`src/hdl/prime_value_filter_macros.svh`:
```
// assertion helpers for the prime value filter
`ifndef PRIME_VALUE_FILTER_MACROS_SVH
`define PRIME_VALUE_FILTER_MACROS_SVH

// clocked assertion, off while reset is held
`define PVF_ASSERT(label, prop, msg) \
  label: assert property (@(posedge clk) disable iff (!rst_n) prop) else $error(msg);

// clocked assertion that also holds during reset
`define PVF_ASSERT_ALWAYS(label, prop, msg) \
  label: assert property (@(posedge clk) prop) else $error(msg);

`endif

```
`src/hdl/pvf_pkg.sv`:
```
package pvf_pkg;

  localparam int VALUE_WIDTH = 16;
  localparam int CNT_W       = $clog2(VALUE_WIDTH);
  localparam int TDATA_W     = ((VALUE_WIDTH + 7) / 8) * 8;

  typedef logic [VALUE_WIDTH-1:0] value_t;
  typedef logic [CNT_W-1:0]       bit_cnt_t;

  // result of one bit-serial division
  typedef struct packed {
    logic done;
    logic rem_zero;
    logic beyond_root;
  } div_res_t;

  typedef enum logic [3:0] {
    S_IDLE  = 4'b0001,
    S_START = 4'b0010,
    S_DIV   = 4'b0100,
    S_EMIT  = 4'b1000
  } state_t;

endpackage

```
`src/hdl/pvf_div.sv`:
```
module pvf_div
  import pvf_pkg::*;
(
  input  logic     clk,
  input  logic     rst_n,
  input  logic     start,
  input  value_t   dividend,
  input  value_t   divisor,
  output div_res_t res
);

  value_t   dvd_r, dvd_nxt;
  value_t   dsr_r, dsr_nxt;
  value_t   rem_r, rem_nxt;
  value_t   quo_r, quo_nxt;
  bit_cnt_t cnt_r, cnt_nxt;
  logic     busy_r, busy_nxt;
  logic     done_r, done_nxt;

  logic [VALUE_WIDTH:0] trial;
  logic [VALUE_WIDTH:0] diff;
  logic                 ge;

  // one quotient bit per cycle, restoring
  assign trial = {rem_r, dvd_r[VALUE_WIDTH-1]};
  assign diff  = trial - {1'b0, dsr_r};
  assign ge    = trial >= {1'b0, dsr_r};

  always_comb begin
    dvd_nxt  = dvd_r;
    dsr_nxt  = dsr_r;
    rem_nxt  = rem_r;
    quo_nxt  = quo_r;
    cnt_nxt  = cnt_r;
    busy_nxt = busy_r;
    done_nxt = 1'b0;
    if (start) begin
      dvd_nxt  = dividend;
      dsr_nxt  = divisor;
      rem_nxt  = '0;
      quo_nxt  = '0;
      cnt_nxt  = '0;
      busy_nxt = 1'b1;
    end else if (busy_r) begin
      rem_nxt = ge ? diff[VALUE_WIDTH-1:0] : trial[VALUE_WIDTH-1:0];
      quo_nxt = {quo_r[VALUE_WIDTH-2:0], ge};
      dvd_nxt = {dvd_r[VALUE_WIDTH-2:0], 1'b0};
      cnt_nxt = cnt_r + 1'b1;
      if (cnt_r == CNT_W'(VALUE_WIDTH - 1)) begin
        busy_nxt = 1'b0;
        done_nxt = 1'b1;
      end
    end
  end

  always_ff @(posedge clk) begin
    dvd_r <= dvd_nxt;
    dsr_r <= dsr_nxt;
    rem_r <= rem_nxt;
    quo_r <= quo_nxt;
    cnt_r <= cnt_nxt;
    if (!rst_n) begin
      busy_r <= 1'b0;
      done_r <= 1'b0;
    end else begin
      busy_r <= busy_nxt;
      done_r <= done_nxt;
    end
  end

  // divisor above quotient means divisor squared exceeds the dividend
  assign res.done        = done_r;
  assign res.rem_zero    = (rem_r == '0);
  assign res.beyond_root = (dsr_r > quo_r);

endmodule

```
`src/hdl/prime_value_filter.sv`:
```
// negative values, zero and one skip the divider; other values run one division per trial divisor
// trial divisors run 2 up to one past the square root, at most 180 for 16 bits
// one element at a time; the bit-serial remainder unit computes one bit per cycle
// a finished result waits in the output register while the next element is taken
// reset: synchronous active-low rst_n clears the state machine and output valid
`include "prime_value_filter_macros.svh"

module prime_value_filter
  import pvf_pkg::*;
(
  input  logic               clk,
  input  logic               rst_n,
  input  logic               in_tvalid,
  output logic               in_tready,
  input  logic [TDATA_W-1:0] in_tdata,  // element_value
  input  logic               in_tlast,  // end_of_matrix
  output logic               out_tvalid,
  input  logic               out_tready,
  output logic [TDATA_W-1:0] out_tdata, // prime_value
  output logic               out_tuser, // is_prime
  output logic               out_tlast  // last_result
);

  state_t   state_r, state_nxt;
  value_t   cand_r, cand_nxt;
  value_t   dsr_r, dsr_nxt;
  logic     last_r, last_nxt;
  logic     prime_r, prime_nxt;
  logic     ovalid_r, ovalid_nxt;
  value_t   oval_r, oval_nxt;
  logic     oprime_r, oprime_nxt;
  logic     olast_r, olast_nxt;
  logic     div_start;
  div_res_t div_res;
  logic     in_beat;
  logic     load;
  value_t   in_val;

  assign in_val    = in_tdata[VALUE_WIDTH-1:0];
  assign in_tready = (state_r == S_IDLE);
  assign in_beat   = in_tvalid && in_tready;
  assign div_start = (state_r == S_START);

  pvf_div u_div (
    .clk      (clk),
    .rst_n    (rst_n),
    .start    (div_start),
    .dividend (cand_r),
    .divisor  (dsr_r),
    .res      (div_res)
  );

  always_comb begin
    state_nxt = state_r;
    cand_nxt  = cand_r;
    dsr_nxt   = dsr_r;
    last_nxt  = last_r;
    prime_nxt = prime_r;
    load      = 1'b0;
    case (state_r)
      S_IDLE: begin
        if (in_beat) begin
          cand_nxt = in_val;
          last_nxt = in_tlast;
          dsr_nxt  = VALUE_WIDTH'(2);
          if (in_val[VALUE_WIDTH-1] || (in_val[VALUE_WIDTH-1:1] == '0)) begin
            prime_nxt = 1'b0;
            state_nxt = S_EMIT;
          end else begin
            state_nxt = S_START;
          end
        end
      end
      S_START: begin
        state_nxt = S_DIV;
      end
      S_DIV: begin
        if (div_res.done) begin
          if (div_res.beyond_root) begin
            prime_nxt = 1'b1;
            state_nxt = S_EMIT;
          end else if (div_res.rem_zero) begin
            prime_nxt = 1'b0;
            state_nxt = S_EMIT;
          end else begin
            dsr_nxt   = dsr_r + 1'b1;
            state_nxt = S_START;
          end
        end
      end
      S_EMIT: begin
        if (!(prime_r || last_r)) begin
          state_nxt = S_IDLE;
        end else if (!ovalid_r || out_tready) begin
          load      = 1'b1;
          state_nxt = S_IDLE;
        end
      end
      default: begin
        state_nxt = S_IDLE;
      end
    endcase
  end

  always_comb begin
    ovalid_nxt = ovalid_r && !out_tready;
    oval_nxt   = oval_r;
    oprime_nxt = oprime_r;
    olast_nxt  = olast_r;
    if (load) begin
      ovalid_nxt = 1'b1;
      oval_nxt   = cand_r;
      oprime_nxt = prime_r;
      olast_nxt  = last_r;
    end
  end

  always_ff @(posedge clk) begin
    cand_r   <= cand_nxt;
    dsr_r    <= dsr_nxt;
    last_r   <= last_nxt;
    prime_r  <= prime_nxt;
    oval_r   <= oval_nxt;
    oprime_r <= oprime_nxt;
    olast_r  <= olast_nxt;
    if (!rst_n) begin
      state_r  <= S_IDLE;
      ovalid_r <= 1'b0;
    end else begin
      state_r  <= state_nxt;
      ovalid_r <= ovalid_nxt;
    end
  end

  assign out_tvalid = ovalid_r;
  assign out_tdata  = TDATA_W'(oval_r);
  assign out_tuser  = oprime_r;
  assign out_tlast  = olast_r;

  `PVF_ASSERT(a_done_in_div, div_res.done |-> state_r == S_DIV, "division done outside divide state")
  `PVF_ASSERT(a_neg_to_emit, in_beat && in_val[VALUE_WIDTH-1] |=> state_r == S_EMIT && !prime_r, "negative value not rejected")
  `PVF_ASSERT(a_nonprime_last, out_tvalid && !out_tuser |-> out_tlast, "non-prime result without last")
  `PVF_ASSERT(a_load_free, load |-> !ovalid_r || out_tready, "output overwritten while stalled")

endmodule

```
`config.mk`:
```
export PLATFORM = sky130hd
export DESIGN_NAME = prime_value_filter
export DESIGN_NICKNAME = d
export VERILOG_FILES = /design/src/hdl/pvf_pkg.sv /design/src/hdl/pvf_div.sv /design/src/hdl/prime_value_filter.sv
export VERILOG_INCLUDE_DIRS = /design/src /design/src/hdl
export SDC_FILE = /design/constraint.sdc
export NUM_CORES = 1
export LEC_CHECK = 0
export BUFFER_PORTS_ARGS = -buffer_cell sky130_fd_sc_hd__buf_4
export CORE_MARGIN = 2
export CORE_UTILIZATION = 50
export CTS_BUF_LIST = sky130_fd_sc_hd__clkbuf_8
export CTS_CLUSTER_DIAMETER = 100
export DETAILED_ROUTE_END_ITERATION = 16
export HOLD_SLACK_MARGIN = 0.02
export PLACE_DENSITY = 0.78
export SETUP_SLACK_MARGIN = 0.5
export SLEW_MARGIN = 30
export SYNTH_ARGS = -nofsm -noshare
export SYNTH_HDL_FRONTEND = slang
export SYNTH_SLANG_ARGS = --single-unit
```
`constraint.sdc`:
```
create_clock -name clk -period 3.55 [get_ports clk]
set_input_delay 0.1775 -clock clk [delete_from_list [all_inputs] [get_ports clk]]
set_output_delay 0.1775 -clock clk [all_outputs]
set_load 0.01 [all_outputs]
```
==> impl_metrics.tcl, run 1 <==
set metrics [dict create \
    comb_power_share_pct 28.6 \
    power_density_nw_per_um2 609.5 \
    via_per_inst 5.676 \
    die_area_um2 13910 \
    numPortBuffers 40 \
    critPathLaunch "u_div.dsr_r[0]" \
    synth_area_leaders "edfxtp_1 39%, dfxtp_1 13%, ha_1 6.6%" \
    cp.required_ns 3.92 \
    hp-start "out_tready" \
    ant_nets 0 \
    synthArstFlopShare_pct 0 \
    grt_usage_pct 22.04 \
    hold_class "input pin to flip-flop" \
    fillCellCount 1023 \
    drive_gt1_share_pct 13.41 \
    utilization_pct 59.46 \
    p_seq_share_pct 41.3 \
    status "complete, no violations" \
    finalCriticalPeriod_ns 2.646 \
    max_cap_violations 0 \
    fin_crit_sh_pct 74.55 \
    synth_most_common_cell "edfxtp_1" \
    initial_core_util_pct 51.22 \
    ys_seq_area_share_pct 52.13 \
    register_area_um2 3383 \
    yosysTopAreaCell "edfxtp_1" \
    synth_top_area_share_pct 38.87 \
    reg2reg_from "u_div.dsr_r[0]" \
    ctsResizeCount 0 \
    peakVddDrop_mv 0.2573 \
    worstSetupEndpointType "flip-flop" \
    die_y_um 117.9 \
    p_int_uw 3030 \
    cts-root-buf "clkbuf_8" \
    switchingPower_uw 1562 \
    drv_slew 0 \
    grt_pass1_wl_um 24010 \
    synth.cell_area_um2 6490 \
    syn_inst 615 \
    dr.pass1.iters 6 \
    leakage_uw 0.002925 \
    power_frac_clock_pct 30.1 \
    synth_flop_cell "edfxtp_1" \
    tns_ns 0 \
    grt_pass1_vias 4815 \
    die-width_um 117.9 \
    crit_fanout 4 \
    switching_share_pct 34.02 \
    ff2ff_path_depth 8 \
    max_freq_ghz 0.3779 \
    n_antenna_cell 0 \
    finalPower_uw 4592 \
    hold_depth 3 \
    clk_path_buf_depth 2 \
    cts_tree "built" \
    via_count 4870 \
    grt_overflow_total 0 \
    synth.distinct_cells 67 \
    gp_congestion 0.8886 \
    hold_buffers 18 \
    clk_latency_ns 0.45 \
    slew_headroom_pct 43.84 \
    worstPathArrival_ns 3.02 \
    drt_iter0_drc 409 \
    path_class "flip-flop to flip-flop" \
    setup_viol 0 \
    htree_levels 4 \
    pin_count 41 \
    hold_viol 0 \
    skew_ns 0.02099 \
    synth_edf_count 84 \
    ys_ff_latch 127 \
    start_kind "flip-flop" \
    clk_pin_slew_ns 0.08 \
    cts_sinks 127 \
    drc_errors 0 \
    wl_per_cell_um 17.39 \
    synth_nets 671 \
    rsz0062_at_grt "no" \
    multi_input_area_um2 2815 \
    antenna_found_initial 0 \
    area_growth_syn_to_layout_pct 16.10 \
    place_hpwl_um 10350 \
    grt_max_degree 56 \
    yosys-top-cells-count "84 x edfxtp_1, 75 x nand2_1, 51 x nor2_1" \
    finalWirelength_um 14920 \
    worstMarginPinSlew_ns 0.8307 \
    post_cts_buffers 0 \
    cts_buffers 17 \
    core_um2 12670 \
    std_cell_rows 41 \
    syn_avg_cell_area_um2 10.55 \
    fin_nets 729 \
    yosys_warnings 0 \
]
## metrics by stage
stage | cells | instance area, um2 | worst slack (ns) | hold WS [ns]
3_5_place_dp | 808 | 6917 | 1.008 | 0.3571
3_3_place_gp | 808 | 6917 | 1.048 | 0.3572
4_1_cts | 858 | 7535 | 0.9444 | 0.03651
2_1_floorplan | 615 | 6490 | 0.5735 | 0.2434
5_1_grt | 858 | 7535 | 0.8109 | 0.07625
6_report | 858 | 7535 | 0.9035 | 0.05678
## critical path, cell delays in order, from the launching register on
cell and delay [ns]:
edfxtp_1 0.42, ha_1 0.25, fa_1 0.42, nand2b_1 0.24
a21oi_1 0.22, o21ai_0 0.26, a2111oi_0 0.49, nor3_1 0.11
o21ai_1 0.16
## worst paths after layout
| check | endpoint | slack, ns |
|---|---|---|
| worst min-delay path | out_tvalid | 0.06 |
| worst min register to register | out_tlast | 0.45 |
| worst max register to register | u_div.rem_r[14] | 0.90 |
| worst max-delay path | u_div.rem_r[14] | 0.90 |
## registers in the layout (all words and copies together), names as in the netlist
name and count:
cand_r 16, dsr_r 16, out_tdata 16, u_div.dsr_r 16, u_div.dvd_r 16, u_div.quo_r 16, u_div.rem_r 16, state_r 4
u_div.cnt_r 4, last_r 1, out_tlast 1, out_tuser 1, out_tvalid 1, prime_r 1, u_div.busy_r 1, u_div.done_r 1
## cell usage in the layout, fill, tap and decap left out, types with 12 or more instances in the layout
master / n
mux2i_1: 17
dlygate4sd3_1: 18
nand2_1: 75
inv_1: 41
nand3_1: 15
ha_1: 34
buf_4: 47
nor2_1: 51
o21ai_0: 22
o211ai_1: 12
xor2_1: 14
a21oi_1: 27
edfxtp_1: 84
clkbuf_8: 18
dfxtp_1: 43
## power by group through the flow
stage          registers, uW  clock network [uW]  logic, uW
2_1_floorplan           1860                   0       1020
3_3_place_gp            1910                   0       1250
3_5_place_dp            1920                   0       1270
4_1_cts                 1890                1390       1290
5_1_grt                 1910                1450       1450
6_report                1900                1380       1310
## cell families after synthesis
family	Yosys count	synth area share, %
flip-flops	127	52.13
AND/OR/NAND/NOR	227	17.70
adder cells (fa/ha/maj)	35	6.863
buffers and inverters	66	4.492
XOR/XNOR	21	2.834
multiplexers	17	2.622
AO/OA/AOI/OAI	122	13.36
## final cells by class
| class | count | area share (%) |
|---|---|---|
| Tap cell | 172 | 2.856 |
| Sequential cell | 127 | 44.90 |
| Inverter | 40 | 1.993 |
| Clock buffer | 18 | 3.288 |
| Timing Repair Buffer | 65 | 7.074 |
| Multi-Input combinational cell | 422 | 37.36 |
| Clock inverter | 14 | 2.524 |
## per-layer routing
layer | vias up | wire length [um] | track usage [%] | share of wire [%]
li1 | 2355 | - | - | -
met1 | 2300 | 6303 | 26.93 | 42
met2 | 183 | 7378 | 36.95 | 49
met3 | 32 | 835 | 5.184 | 5.6
met4 | 0 | 405 | 10.17 | 2.7
met5 | - | 0 | 0 | 0
(Power assumes the default switching activity.)
==> inputs of run 2 (changes only) <==
Settings changed: PLACE_DENSITY 0.78 to 0.8.
Clock period 3.55 ns to 2.4 ns, I/O delays scaled along.
==> run 2 against run 1 <==
Compared with the run above:
- the flow now finishes with violations (setup timing)
- via count grew 13%
- final area rose by 15%
- combinational power rose by 120%
- clock skew fell by 0.0030 ns
- largest cell class is now multi-input gates
- critical path type unchanged
- non-clock buffer count grew 44
- final cell count grew 5.1%
- total power rose by 73%
==> impl_metrics.tcl, run 2 (same netlist as run 1, synthesis figures left out) <==
set metrics [dict create \
    grt_pass1_wl_um 26740 \
    met2_usage_pct 39.21 \
    drc_errors 0 \
    cts_buffers 17 \
    hold_viol 0 \
    die_area_um2 13910 \
    area_growth_syn_to_layout_pct 32.99 \
    status "finished, violations left" \
    place_ws_ns 0.03298 \
    gp_congestion 0.9327 \
    numPortBuffers 40 \
    die-width_um 117.9 \
    finalWirelength_um 18450 \
    worstPathArrival_ns 2.59 \
    std_cell_rows 41 \
    path_class "flip-flop to flip-flop" \
    violations "setup timing" \
    rsz0062_at_grt "yes" \
    drive_gt1_share_pct 30.55 \
    grt-busiest-layer "met2" \
    drv_slew 0 \
    drt_iter0_drc 657 \
    htree_levels 4 \
    pin_count 41 \
    worstSetupEndpointType "flip-flop" \
    slowest_stage "edfxtp_1" \
    critPathBufInv 1 \
    hold_class "input pin to flip-flop" \
    antenna_found_initial 0 \
    timing.final.ws_setup_ns -0.02666 \
    via_per_inst 6.118 \
    cpPeakStageDelay_ns 0.48 \
    finalPower_uw 7941 \
    cts_sinks 127 \
    dr.pass1.iters 6 \
    layout_common_cells "84 x edfxtp_1, 80 x buf_4, 73 x nand2_1" \
    clk_latency_ns 0.45 \
    power_density_nw_per_um2 920.1 \
    cts-root-buf "clkbuf_8" \
    place_hpwl_um 10720 \
    finalCriticalPeriod_ns 2.427 \
    utilization_pct 68.11 \
    grt_max_degree 56 \
    start_kind "flip-flop" \
    worstMarginPinSlew_ns 0.6372 \
    setup_viol 8 \
    max_cap_violations 0 \
    cts_tree "built" \
    n_antenna_cell 0 \
    crit_fanout 8 \
    grt_overflow_total 0 \
    skew_ns 0.01797 \
    initial_core_util_pct 51.22 \
    crit_family "compound AO/OA/AOI/OAI gates" \
    grt_use_met1_pct 30.76 \
    core_um2 12670 \
    finalNonFillerCells 902 \
    via_count 5518 \
    grt_pass1_vias 5309 \
    slew_headroom_pct 57.52 \
    grtUsageMet3_pct 5.184 \
    clk_pin_slew_ns 0.08 \
    final_common_cell "edfxtp_1" \
    ant_nets 0 \
    cp.required_ns 2.56 \
    die_y_um 117.9 \
    leakage_uw 0.003257 \
    placed_cells 818 \
    max_freq_ghz 0.4121 \
    grt_usage_pct 24.11 \
    fin_crit_sh_pct 101.1 \
    clk_path_buf_depth 2 \
    crit_path_cell_trace "ha_4 > a21oi_1 > o21ai_1 > a221oi_2 > or2_4 > nand3_4 > a21boi_4 > clkbuf_16" \
    wl_per_cell_um 20.45 \
    fin_nets 773 \
    peakVddDrop_mv 0.8607 \
]
==> run 2: final cells by class <==
type	count	area, um2
clock buffer	17	234.0
fill	802	4040
inverter	40	156.4
sequential	127	3388
clock inverter	15	235.2
tap	172	215.2
multi-input combinational	422	3440
timing repair buffer	109	962.2
==> run 2: worst min-delay path, stage by stage <==
cell and delay [ns]:
buf_4 0.08, and2_2 0.15, a21o_1 0.18, o221a_4 0.19
==> run 2: timing repair <==
| action | 4_1_cts | 5_1_grt |
|---|---|---|
| hold buffers | 19 | 0 |
| cloned | 1 | 1 |
| gates resized for setup | 52 | 54 |
| buffers inserted | 21 | 10 |
| endpoints found under the hold margin | 22 | 0 |
| setup endpoints to repair | 72 | 79 |
| pin swaps | 20 | 17 |
==> run 2: metal layers <==
metal  vias to the layer above  routed length, um  part of all wire (%)
met5                         -                  0                     0
met3                        77               1460                   7.9
met2                       288               9024                    49
met4                         0                748                   4.1
li1                       2459                  -                     -
met1                      2694               7217                    39
==> run 2: final timing paths <==
path	startpoint	cells past startpoint	slack, ns	to
min	in_tvalid	4	0.29	state_r[1]
min reg2reg	cand_r[1]	0	0.46	out_tdata[1]
max	u_div.dsr_r[9]	8	-0.03	dsr_r[8]
max reg2reg	u_div.dsr_r[9]	8	-0.03	dsr_r[8]
==> run 2: stage by stage <==
stage          setup TNS, ns  instance area (um2)  hold slack, ns
6_report             -0.2070                 8631          0.2941
5_1_grt              -0.7196                 8631          0.2892
4_1_cts                    0                 8244          0.2491
3_5_place_dp               0                 7177          0.2995
3_3_place_gp               0                 7177          0.2990
2_1_floorplan              0                 6686          0.1859
==> run 2: power breakdown <==
part | total [uW] | switching [uW] | internal (uW)
logic | 2870 | 1570 | 1300
clock network | 2200 | 939 | 1260
registers | 2880 | 317 | 2560
